<file path="src/rtl/mlfq_pkg.sv">
// mlfq_pkg: shared constants, codes and item types of the feedback queue scheduler
`timescale 1ns / 1ps
package mlfq_pkg;

  localparam int MAX_PROCS  = 8;
  localparam int NUM_LEVELS = 3;
  localparam int ID_W       = (MAX_PROCS > 1) ? $clog2(MAX_PROCS) : 1;
  localparam int CNT_W      = $clog2(MAX_PROCS + 1);
  localparam int BURST_W    = 16;
  localparam int QNT_W      = 16;
  localparam int TIME_W     = 20;
  localparam int PID_W      = 4;
  localparam int LVL_W      = 2;
  localparam int ADDR_W     = 4;
  localparam int DATA_W     = 32;

  typedef enum logic {
    OP_LOAD = 1'b0,
    OP_STEP = 1'b1
  } op_t;

  typedef enum logic [1:0] {
    REG_QUANTUM1 = 2'd0,
    REG_QUANTUM2 = 2'd1,
    REG_QUANTUM3 = 2'd2
  } reg_idx_t;

  typedef enum logic [LVL_W-1:0] {
    LEVEL1 = 2'd0,
    LEVEL2 = 2'd1,
    LEVEL3 = 2'd2
  } level_t;

  typedef struct packed {
    op_t                op;
    logic [BURST_W-1:0] burst;
  } in_item_t;

  typedef struct packed {
    logic [PID_W-1:0]  proc_num;
    logic [LVL_W-1:0]  level;
    logic [TIME_W-1:0] slice_start;
    logic [TIME_W-1:0] slice_end;
    logic              finished;
    logic [TIME_W-1:0] wait_len;
    logic              idle;
  } out_item_t;

endpackage

</file>
<file path="src/rtl/multilevel_feedback_queue_scheduler.sv">
// multilevel_feedback_queue_scheduler: three-level feedback queue scheduler, one item per cycle
//
// Input items (in_valid / in_stall / in_data) either load a process with a burst time
// into level 1 (op load) or run one time slice (op step). Each step item gives exactly
// one result item on out_valid / out_stall / out_data; a load item gives none.
// The three quanta are written over the APB-style port at byte addresses 0, 4 and 8
// and read back there; pready is always high.
// An accepted item sits in the input register while its slice is worked out in that
// cycle; the state and the result register are written when it executes. One item is
// taken every cycle unless a step stalls; the single read-modify-write of queue,
// remaining time and clock per cycle sets this.
// When the receiver stalls, the result register holds its item; a load still goes
// through, while a step waits in the input register and in_stall rises once it is full.
// Synchronous active-low reset empties all queues, clears the process count, the
// current level and the simulated time, and restores quanta 1, 2 and 4. Process
// storage is not cleared: nothing is read from it before it is loaded.
`timescale 1ns / 1ps
module multilevel_feedback_queue_scheduler (
  input  logic                     clk,
  input  logic                     rst_n,
  input  logic                     in_valid,
  output logic                     in_stall,
  input  mlfq_pkg::in_item_t       in_data,
  output logic                     out_valid,
  input  logic                     out_stall,
  output mlfq_pkg::out_item_t      out_data,
  input  logic                     psel,
  input  logic                     penable,
  input  logic                     pwrite,
  input  logic [mlfq_pkg::ADDR_W-1:0] paddr,
  input  logic [mlfq_pkg::DATA_W-1:0] pwdata,
  output logic [mlfq_pkg::DATA_W-1:0] prdata,
  output logic                     pready
);
  import mlfq_pkg::*;

  localparam int SUM_W = CNT_W + 1;

  // configuration
  logic [QNT_W-1:0] qnt1_r, qnt2_r, qnt3_r;
  reg_idx_t         cfg_idx;
  logic             cfg_wr;

  // item handshake
  logic      item_v_r;
  in_item_t  item_r;
  logic      out_valid_r;
  out_item_t out_r;
  logic      out_free;
  logic      exec;

  // scheduler state
  logic [ID_W-1:0]    ids_r   [NUM_LEVELS][MAX_PROCS];
  logic [BURST_W-1:0] rem_r   [MAX_PROCS];
  logic [BURST_W-1:0] burst_r [MAX_PROCS];
  logic [ID_W-1:0]    heads_r [NUM_LEVELS];
  logic [ID_W-1:0]    heads_nxt [NUM_LEVELS];
  logic [CNT_W-1:0]   counts_r  [NUM_LEVELS];
  logic [CNT_W-1:0]   counts_nxt [NUM_LEVELS];
  logic [CNT_W-1:0]   loaded_r, loaded_nxt;
  logic [LVL_W-1:0]   cur_r, cur_nxt;
  logic [TIME_W-1:0]  sim_r, sim_nxt;

  // write strobes for the process stores
  logic               ids_we;
  logic [LVL_W-1:0]   ids_lv;
  logic [ID_W-1:0]    ids_pos;
  logic [ID_W-1:0]    ids_val;
  logic               rem_we;
  logic [ID_W-1:0]    rem_idx;
  logic [BURST_W-1:0] rem_val;
  logic               burst_we;

  out_item_t res;

  // slice datapath
  logic               found;
  logic [LVL_W-1:0]   sel_lv;
  logic [LVL_W-1:0]   cand;
  logic [ID_W-1:0]    head_idx;
  logic [BURST_W-1:0] rem;
  logic [QNT_W-1:0]   qnt;
  logic [BURST_W-1:0] run;
  logic [BURST_W-1:0] rem_left;
  logic [TIME_W-1:0]  end_t;
  logic [LVL_W-1:0]   tgt;
  logic               q3_small;

  function automatic logic [LVL_W-1:0] lvl_add(input logic [LVL_W-1:0] lv,
                                               input logic [LVL_W-1:0] k);
    logic [LVL_W:0] s;
    s = {1'b0, lv} + {1'b0, k};
    if (s >= (LVL_W+1)'(NUM_LEVELS)) begin
      s = s - (LVL_W+1)'(NUM_LEVELS);
    end
    return s[LVL_W-1:0];
  endfunction

  function automatic logic [ID_W-1:0] slot_add(input logic [ID_W-1:0] h,
                                               input logic [CNT_W-1:0] n);
    logic [SUM_W-1:0] s;
    s = SUM_W'(h) + SUM_W'(n);
    if (s >= SUM_W'(MAX_PROCS)) begin
      s = s - SUM_W'(MAX_PROCS);
    end
    return s[ID_W-1:0];
  endfunction

  // configuration port
  assign pready  = 1'b1;
  assign cfg_idx = reg_idx_t'(paddr[ADDR_W-1:2]);
  assign cfg_wr  = psel && penable && pwrite;

  always_comb begin
    case (cfg_idx)
      REG_QUANTUM1: prdata = DATA_W'(qnt1_r);
      REG_QUANTUM2: prdata = DATA_W'(qnt2_r);
      REG_QUANTUM3: prdata = DATA_W'(qnt3_r);
      default:      prdata = '0;
    endcase
  end

  always_ff @(posedge clk) begin
    if (!rst_n) begin
      qnt1_r <= QNT_W'(1);
      qnt2_r <= QNT_W'(2);
      qnt3_r <= QNT_W'(4);
    end else if (cfg_wr) begin
      case (cfg_idx)
        REG_QUANTUM1: qnt1_r <= pwdata[QNT_W-1:0];
        REG_QUANTUM2: qnt2_r <= pwdata[QNT_W-1:0];
        REG_QUANTUM3: qnt3_r <= pwdata[QNT_W-1:0];
        default: begin
        end
      endcase
    end
  end

  // handshake: a load needs no result slot, a step needs a free or draining one
  assign out_free  = !out_valid_r || !out_stall;
  assign exec      = item_v_r && ((item_r.op == OP_LOAD) || out_free);
  assign in_stall  = item_v_r && !exec;
  assign out_valid = out_valid_r;
  assign out_data  = out_r;

  // level search and slice arithmetic
  always_comb begin
    found  = 1'b0;
    sel_lv = cur_r;
    cand   = cur_r;
    // walk backwards so the nearest non-empty level wins
    for (int k = NUM_LEVELS - 1; k >= 0; k--) begin
      cand = lvl_add(cur_r, LVL_W'(k));
      if (counts_r[cand] != '0) begin
        found  = 1'b1;
        sel_lv = cand;
      end
    end

    head_idx = ids_r[sel_lv][heads_r[sel_lv]];
    rem      = rem_r[head_idx];
    case (level_t'(sel_lv))
      LEVEL1:  qnt = qnt1_r;
      LEVEL2:  qnt = qnt2_r;
      LEVEL3:  qnt = qnt3_r;
      default: qnt = qnt1_r;
    endcase
    run      = (rem < qnt) ? rem : qnt;
    rem_left = rem - run;
    end_t    = sim_r + TIME_W'(run);
  end

  // state update
  always_comb begin
    heads_nxt  = heads_r;
    counts_nxt = counts_r;
    loaded_nxt = loaded_r;
    cur_nxt    = cur_r;
    sim_nxt    = sim_r;
    ids_we     = 1'b0;
    ids_lv     = LEVEL1;
    ids_pos    = '0;
    ids_val    = head_idx;
    rem_we     = 1'b0;
    rem_idx    = head_idx;
    rem_val    = rem_left;
    burst_we   = 1'b0;
    tgt        = LEVEL1;
    q3_small   = 1'b0;

    res              = '0;
    res.slice_start  = sim_r;
    res.slice_end    = sim_r;
    res.idle         = 1'b1;

    if (item_r.op == OP_LOAD) begin
      if (loaded_r < CNT_W'(MAX_PROCS)) begin
        rem_we     = 1'b1;
        burst_we   = 1'b1;
        rem_idx    = loaded_r[ID_W-1:0];
        rem_val    = item_r.burst;
        if (counts_r[LEVEL1] < CNT_W'(MAX_PROCS)) begin
          ids_we   = 1'b1;
          ids_lv   = LEVEL1;
          ids_pos  = slot_add(heads_r[LEVEL1], counts_r[LEVEL1]);
          ids_val  = loaded_r[ID_W-1:0];
          counts_nxt[LEVEL1] = counts_r[LEVEL1] + CNT_W'(1);
        end
        loaded_nxt = loaded_r + CNT_W'(1);
      end
    end else if (found) begin
      cur_nxt = sel_lv;
      sim_nxt = end_t;
      rem_we  = 1'b1;
      // pop the head of the chosen level
      heads_nxt[sel_lv]  = slot_add(heads_r[sel_lv], CNT_W'(1));
      counts_nxt[sel_lv] = counts_r[sel_lv] - CNT_W'(1);

      res.proc_num   = PID_W'(SUM_W'(head_idx) + SUM_W'(1));
      res.level      = sel_lv + LVL_W'(1);
      res.slice_end  = end_t;
      res.idle       = 1'b0;

      if (rem_left == '0) begin
        res.finished = 1'b1;
        res.wait_len = end_t - TIME_W'(burst_r[head_idx]);
      end else begin
        // move rules, on counts after the pop
        q3_small = counts_nxt[LEVEL3] <= CNT_W'(1);
        if (sel_lv == LEVEL3 && q3_small && counts_nxt[LEVEL1] != '0) begin
          tgt = LEVEL1;
        end else if (sel_lv == LEVEL1 && q3_small && counts_nxt[LEVEL1] == '0 &&
                     counts_nxt[LEVEL2] == '0) begin
          tgt = LEVEL1;
        end else if (sel_lv == LEVEL1) begin
          tgt = (rem_left > BURST_W'(1)) ? LEVEL2 : LEVEL1;
        end else if (sel_lv == LEVEL2) begin
          tgt = (rem_left > BURST_W'(2)) ? LEVEL3 : LEVEL2;
        end else if (rem_left == BURST_W'(1)) begin
          tgt = LEVEL1;
        end else if (rem_left == BURST_W'(2)) begin
          tgt = LEVEL2;
        end else begin
          tgt = LEVEL3;
        end
        if (counts_nxt[tgt] < CNT_W'(MAX_PROCS)) begin
          ids_we  = 1'b1;
          ids_lv  = tgt;
          ids_pos = slot_add(heads_nxt[tgt], counts_nxt[tgt]);
          counts_nxt[tgt] = counts_nxt[tgt] + CNT_W'(1);
        end
      end
    end
  end

  // control registers
  always_ff @(posedge clk) begin
    if (!rst_n) begin
      item_v_r    <= 1'b0;
      out_valid_r <= 1'b0;
      loaded_r    <= '0;
      cur_r       <= LEVEL1;
      sim_r       <= '0;
      for (int l = 0; l < NUM_LEVELS; l++) begin
        heads_r[l]  <= '0;
        counts_r[l] <= '0;
      end
    end else begin
      if (in_valid && !in_stall) begin
        item_v_r <= 1'b1;
      end else if (exec) begin
        item_v_r <= 1'b0;
      end
      if (exec && item_r.op == OP_STEP) begin
        out_valid_r <= 1'b1;
      end else if (!out_stall) begin
        out_valid_r <= 1'b0;
      end
      if (exec) begin
        loaded_r <= loaded_nxt;
        cur_r    <= cur_nxt;
        sim_r    <= sim_nxt;
        heads_r  <= heads_nxt;
        counts_r <= counts_nxt;
      end
    end
  end

  // payload registers and process stores
  always_ff @(posedge clk) begin
    if (in_valid && !in_stall) begin
      item_r <= in_data;
    end
    if (exec && item_r.op == OP_STEP) begin
      out_r <= res;
    end
    if (exec && ids_we) begin
      ids_r[ids_lv][ids_pos] <= ids_val;
    end
    if (exec && rem_we) begin
      rem_r[rem_idx] <= rem_val;
    end
    if (exec && burst_we) begin
      burst_r[rem_idx] <= item_r.burst;
    end
  end

endmodule
</file>
<file path="config.mk">
export PLATFORM = sky130hd
export DESIGN_NAME = multilevel_feedback_queue_scheduler
export DESIGN_NICKNAME = d
export VERILOG_FILES = /design/src/rtl/mlfq_pkg.sv /design/src/rtl/multilevel_feedback_queue_scheduler.sv
export SDC_FILE = /design/constraint.sdc
export NUM_CORES = 1
export LEC_CHECK = 0
export BUFFER_PORTS_ARGS = -buffer_cell sky130_fd_sc_hd__buf_2
export CAP_MARGIN = 30
export CORE_ASPECT_RATIO = 0.5
export CORE_MARGIN = 4
export CORE_UTILIZATION = 37
export CTS_BUF_LIST = sky130_fd_sc_hd__clkbuf_4
export DETAILED_ROUTE_END_ITERATION = 6
export HOLD_SLACK_MARGIN = 0.08
export REMOVE_ABC_BUFFERS = 1
export SLEW_MARGIN = 10
export SYNTH_ARGS = -nofsm -noshare
export SYNTH_HDL_FRONTEND = slang
export SYNTH_SLANG_ARGS = --single-unit
export TNS_END_PERCENT = 1
</file>
<file path="constraint.sdc">
create_clock -name clk -period 20.2 [get_ports clk]
set_input_delay 1.01 -clock clk [delete_from_list [all_inputs] [get_ports clk]]
set_output_delay 1.01 -clock clk [all_outputs]
set_load 0.02 [all_outputs]
</file>
==> impl_metrics.toml, run 1 <==
[worst_setup_path]
timing.rr.end = "ids_r[1][10]"
reg2reg_depth = 60
path_delay_family = "compound AO/OA/AOI/OAI gates"
cp-end-kind = "register"
cp.required_ns = 20.72
cp_num_buf_inv = 8
start_kind = "register"
r2r_start = "cur_r[0]"
cp-startpoint = "cur_r[0]"
worstPathArrival_ns = 16.57
slowest_stage = "clkinv_2"
max_stage_delay_ns = 0.78
critPathMaxFanout = 48
reg2reg_slack_ns = 4.16
cpMostUsedCell = "o21ai_0"
critical_path_class = "register to register"

[grt]
first_global_vias = 18000
grt_pass1_wl_um = 105000
antenna_found_initial = 4
grt_usage = 0.186
grt_max_degree = 99
overflow = 0

[cells_and_area]
fin_util = 0.422
areaGrowthSynthToFinish_pct = 12.4
fin_nets = 2708
drive_above_1_share = 0.162
final_cells = 3549

[die]
initial_core_util = 0.376
die_h_um = 193
coreArea_um2 = 67300
die_x_um = 378
dieArea_um2 = 72800
row_count = 67
io_pins = 163

[outcome]
status = "complete, no violations"

[routing]
num_vias = 18600
postRouteWirelength_um = 68600
dr.pass1.iters = 5
ant_nets = 0
wl_met1_um = 29800
highest_layer = "met4"
dr_wl_met3_um = 4480
via_per_inst = 5.24
wl_per_cell_um = 19.3
remaining_drc_errors = 0
wl_met2_um = 32600
drt_iter0_markers = 1719

[place]
portBuffers = 127
dp_hpwl_um = 44700
gp_congestion = 0.904
place_inst = 3336

[yosys]
synthFlopType = "edfxtp_1"
async_flop_share = 0
synthCells = 2403
syn_area_per_cell_um2 = 10.5
ys_top_cells_by_area = "edfxtp_1 (49%), nand2_1 (8.1%), dfxtp_1 (7.7%)"
synth_edf_count = 413
synth-seq-cells = 510
synth_cell_types = 93
synth_top_area_frac = 0.490
ys_seq_area_frac = 0.567
synth_area_um2 = 25300
yosysWarnings = 0
yosys.area.top_type = "edfxtp_1"

[cts]
cts_buffers = 121
clk_latency_ns = 0.92
cts_buffer_depth = 3
cts_tree = "done"
post_cts_buffers = 0
clockRootBuffer = "clkbuf_4"
cts_hold_buf = 0
clk_pin_slew_worst_paths_ns = 0.07
clock_sink_count = 510
htree_levels = 3
cts_resized = 0

[sta]
final.setup.tns_ns = 0
clock.fmax_mhz = 62.3
hold_slack_ns = 0.268
hold_viol = 0
slew_headroom = 0.344
fin_crit_sh = 0.794
rsz0062_at_grt = "no"
finalMaxSlewViolations = 0
finClkSkew_ns = 0.0627
tightest_slew_ns = 0.980
finalSetupViolCount = 0
layout_min_cycle_time_ns = 16.04

[hold_path]
min_path_type = "primary input to register"
min_delay_path_depth = 1
worstHoldStart = "in_data[5]"
whs_endpoint = "item_r[5]"

[run]
drv_cap = 0
[layout by cell type (no fill, tap or decap), types with 39 or more instances in the layout]
cell type,Yosys,final
nand2_1,548,548
edfxtp_1,413,413
clkbuf_4,0,187
o21ai_0,142,142
buf_2,9,127
nor2_1,121,119
a21boi_0,99,99
dfxtp_1,97,97
inv_1,86,86
nand3_1,84,84
mux2i_1,82,82
ha_1,78,78
a21oi_1,64,64
buf_4,18,39
[layer usage]
layer  up-vias  GRT usage
li1       9013          -
met1      8942      0.244
met2       542      0.311
met3       100     0.0381
met4         0     0.0611
met5         -          0
[state kept, by name, summed over array words and instances (netlist names)]
signal / cells
item_r: 17
cur_r: 2
out_valid: 1
ids_r: 72
out_data: 68
qnt3_r: 16
sim_r: 20
rem_r: 128
loaded_r: 4
qnt2_r: 16
item_v_r: 1
qnt1_r: 16
heads_r: 9
counts_r: 12
burst_r: 128
[synth_stat cells, types with 7 or more instances]
| cell type | count |
|---|---|
| nor2_1 | 121 |
| nand2_1 | 548 |
| xor2_1 | 9 |
| a21boi_0 | 99 |
| mux2_2 | 10 |
| dfxtp_1 | 97 |
| xnor2_1 | 32 |
| o21ai_0 | 142 |
| a211oi_1 | 13 |
| ha_1 | 78 |
| o21a_1 | 14 |
| nand4_1 | 7 |
| and2_1 | 17 |
| nor3b_1 | 10 |
| nand2b_1 | 10 |
| o2bb2ai_1 | 9 |
| o211ai_1 | 7 |
| nor3_1 | 36 |
| or3_1 | 9 |
| a31oi_1 | 28 |
| nor4_1 | 8 |
| edfxtp_1 | 413 |
| nand3_1 | 84 |
| a22oi_1 | 22 |
| clkbuf_1 | 102 |
| o221ai_1 | 7 |
| buf_1 | 17 |
| mux2i_1 | 82 |
| nor2b_1 | 20 |
| a311oi_1 | 16 |
| a21oi_1 | 64 |
| inv_1 | 86 |
| buf_2 | 9 |
| and3_1 | 26 |
| a21o_1 | 12 |
| buf_4 | 18 |
[final cells by class]
class                           instances  area [um^2]
Fill cell                            6465        38900
Sequential cell                       510        14300
Multi-Input combinational cell       1667        10000
Clock buffer                          187         1400
Tap cell                              897         1120
Timing Repair Buffer                  172         1030
Inverter                               93          354
Clock inverter                         18          130
Antenna cell                            5         12.5
[cells by family (layout without fill, tap and decap cells)]
kind of cell,after synthesis,count (layout),synth area share
mux,96,96,0.0394
flops,510,510,0.567
xor+xnor,41,41,0.0142
compound gates,505,505,0.137
simple gates,925,925,0.160
fa+ha+maj,83,83,0.0426
buf+inv,241,470,0.0396
other cells,2,22,0.000297
[how the worst max path moves through the flow]
stage                              end  slack (ns)  depth (start not counted)
final                     ids_r[1][10]        4.16                         60
after global placement     ids_r[1][5]        3.33                         54
after global routing      ids_r[1][10]        2.83                         60
after detailed placement  ids_r[1][10]        3.77                         56
after CTS                 ids_r[1][10]        3.68                         56
after floorplan            ids_r[2][6]        6.60                         56
[stage by stage]
| step | instance area, um^2 | setup slack, ns |
|---|---|---|
| 6_report | 28400 | 4.16 |
| 4_1_cts | 28400 | 3.68 |
| 3_3_place_gp | 26800 | 3.33 |
| 5_1_grt | 28400 | 2.83 |
| 3_5_place_dp | 26800 | 3.77 |
| 2_1_floorplan | 24700 | 6.60 |
Power of run 1 is left out: the tool's default activity adds up to more than one toggle a clock period on the data nets, which glitch-free logic cannot reach.
==> inputs of run 2 (changes only) <==
==> constraint.sdc (replaced) <==
create_clock -name clk -period 16.66 [get_ports clk]
set_input_delay 0.833 -clock clk [delete_from_list [all_inputs] [get_ports clk]]
set_output_delay 0.833 -clock clk [all_outputs]
set_load 0.02 [all_outputs]
==> impl_metrics.toml, run 2 (synthesis results as in run 1) <==
[routing]
num_vias = 18800
dr.pass1.iters = 5
via_per_inst = 5.26
remaining_drc_errors = 0
drt_iter0_markers = 1636
wl_per_cell_um = 19.3
postRouteWirelength_um = 69000
ant_nets = 0

[grt]
use_met2 = 0.315
first_global_vias = 18300
busiest_layer = "met2"
grt_usage = 0.188
overflow = 0
use_met1 = 0.246
use_met3 = 0.0369
antenna_found_initial = 3
grt_max_degree = 99
grt_pass1_wl_um = 106000

[worst_setup_path]
slowest_stage = "a21o_1"
cpMostUsedCell = "o21ai_0"
max_stage_delay_ns = 0.60
start_kind = "register"
reg2reg_slack_ns = 1.68
timing.rr.end = "ids_r[1][4]"
cp-end-kind = "register"
critPathMaxFanout = 43
r2r_start = "cur_r[0]"
path_delay_family = "compound AO/OA/AOI/OAI gates"
cp_num_buf_inv = 9
worstPathArrival_ns = 15.47
cp.required_ns = 17.15
reg2reg_depth = 59
critical_path_class = "register to register"

[cells_and_area]
reg_top3 = "burst_r x128, rem_r x128, ids_r x72"
regArea_um2 = 14300
final_cell_area_um2 = 28700
nFillCells = 6452
final_cells = 3584
layout_common_cells = "nand2_1 (548), edfxtp_1 (413), clkbuf_4 (189)"
areaGrowthSynthToFinish_pct = 13.6
drive_above_1_share = 0.164
mostFrequentLayoutCell = "nand2_1"
multiInputGateArea_um2 = 10000
fin_nets = 2734

[die]
die_h_um = 193
io_pins = 163
coreArea_um2 = 67300
die_x_um = 378
row_count = 67
initial_core_util = 0.376
dieArea_um2 = 72800

[place]
placed_area_um2 = 26900
portBuffers = 127
gp_congestion = 0.889
dp_hpwl_um = 45200
place_inst = 3347

[sta]
finalSetupViolCount = 0
layout_min_cycle_time_ns = 14.98
rsz0062_at_grt = "no"
final.setup.tns_ns = 0
tightest_slew_ns = 0.972
finClkSkew_ns = 0.0701
finalMaxSlewViolations = 0
slew_headroom = 0.352
clock.fmax_mhz = 66.7
hold_viol = 0
fin_crit_sh = 0.899

[cts]
clk_pin_slew_worst_paths_ns = 0.07
cts_buffer_depth = 3
cts_resized = 0
cts_buffers = 121
htree_levels = 3
cts_tree = "done"
clock_sink_count = 510
clockRootBuffer = "clkbuf_4"
clk_latency_ns = 0.91

[outcome]
status = "complete, no violations"

[hold_path]
min_delay_path_depth = 2
worstHoldStart = "in_valid"
whs_endpoint = "item_v_r"
min_path_type = "primary input to register"

[run]
drv_cap = 0
-- run 2: cell count changes in the layout (fill, tap and decap cells not counted), moves of 2 or more --
cell | previous run | this run
dlygate4sd3_1 | 0 | 17
buf_4 | 39 | 49
clkinv_1 | 12 | 21
buf_8 | 5 | 2
diode_2 | 5 | 2
clkbuf_4 | 187 | 189
clkinv_4 | 2 | 0
-- run 2: cell type report --
class | count | area share
flip-flops and latches | 510 | 0.499
multi-input cells | 1667 | 0.349
clock buffers | 189 | 0.0494
repair buffers | 198 | 0.0437
well taps | 897 | 0.0391
inverters | 93 | 0.0123
clock inverters | 28 | 0.00640
diodes | 2 | 0.000174
-- run 2: how the worst max path moves through the flow --
stage,start,to,slack (ns),cells past startpoint
after detailed placement,cur_r[0],ids_r[1][5],1.88,59
after global routing,cur_r[0],ids_r[2][10],0.50,60
after floorplan,cur_r[0],ids_r[2][6],3.06,56
final,cur_r[0],ids_r[1][4],1.68,59
after CTS,cur_r[0],ids_r[1][4],1.76,59
after global placement,cur_r[0],ids_r[1][5],2.03,59
-- run 2: through the flow --
| stage | worst slack [ns] | hold slack (ns) | utilization |
|---|---|---|---|
| after floorplan | 3.06 | 0.456 | - |
| after global placement | 2.03 | 0.467 | 0.399 |
| after detailed placement | 1.88 | 0.477 | 0.400 |
| after CTS | 1.76 | 0.0929 | 0.426 |
| after global routing | 0.496 | 0.114 | 0.427 |
| final | 1.68 | 0.169 | 0.427 |
-- run 2: metal layers --
layer	up-vias	part of all wire
met5	-	0.00020
met1	9092	0.44
met2	577	0.47
met3	110	0.066
li1	9064	-
met4	4	0.025
-- run 2: worst reg2reg max path, delay by kind of cell, from the launching register on --
kind | cells | cell delay, ns
flip-flops | 1 | 0.40
multiplexers | 2 | 0.47
AND/OR/NAND/NOR | 22 | 4.79
AO/OA/AOI/OAI | 20 | 5.12
buffers and inverters | 9 | 1.81
XOR/XNOR | 1 | 0.17
adder cells (fa/ha/maj) | 5 | 1.84
-- run 2: what timing repair did --
item,4_1_cts,5_1_grt
endpoints found under the setup margin,0,0
endpoints found under the hold margin,17,0
setup buffers,0,0
hold buffers,17,0
Power of run 2 is left out for the same reason.
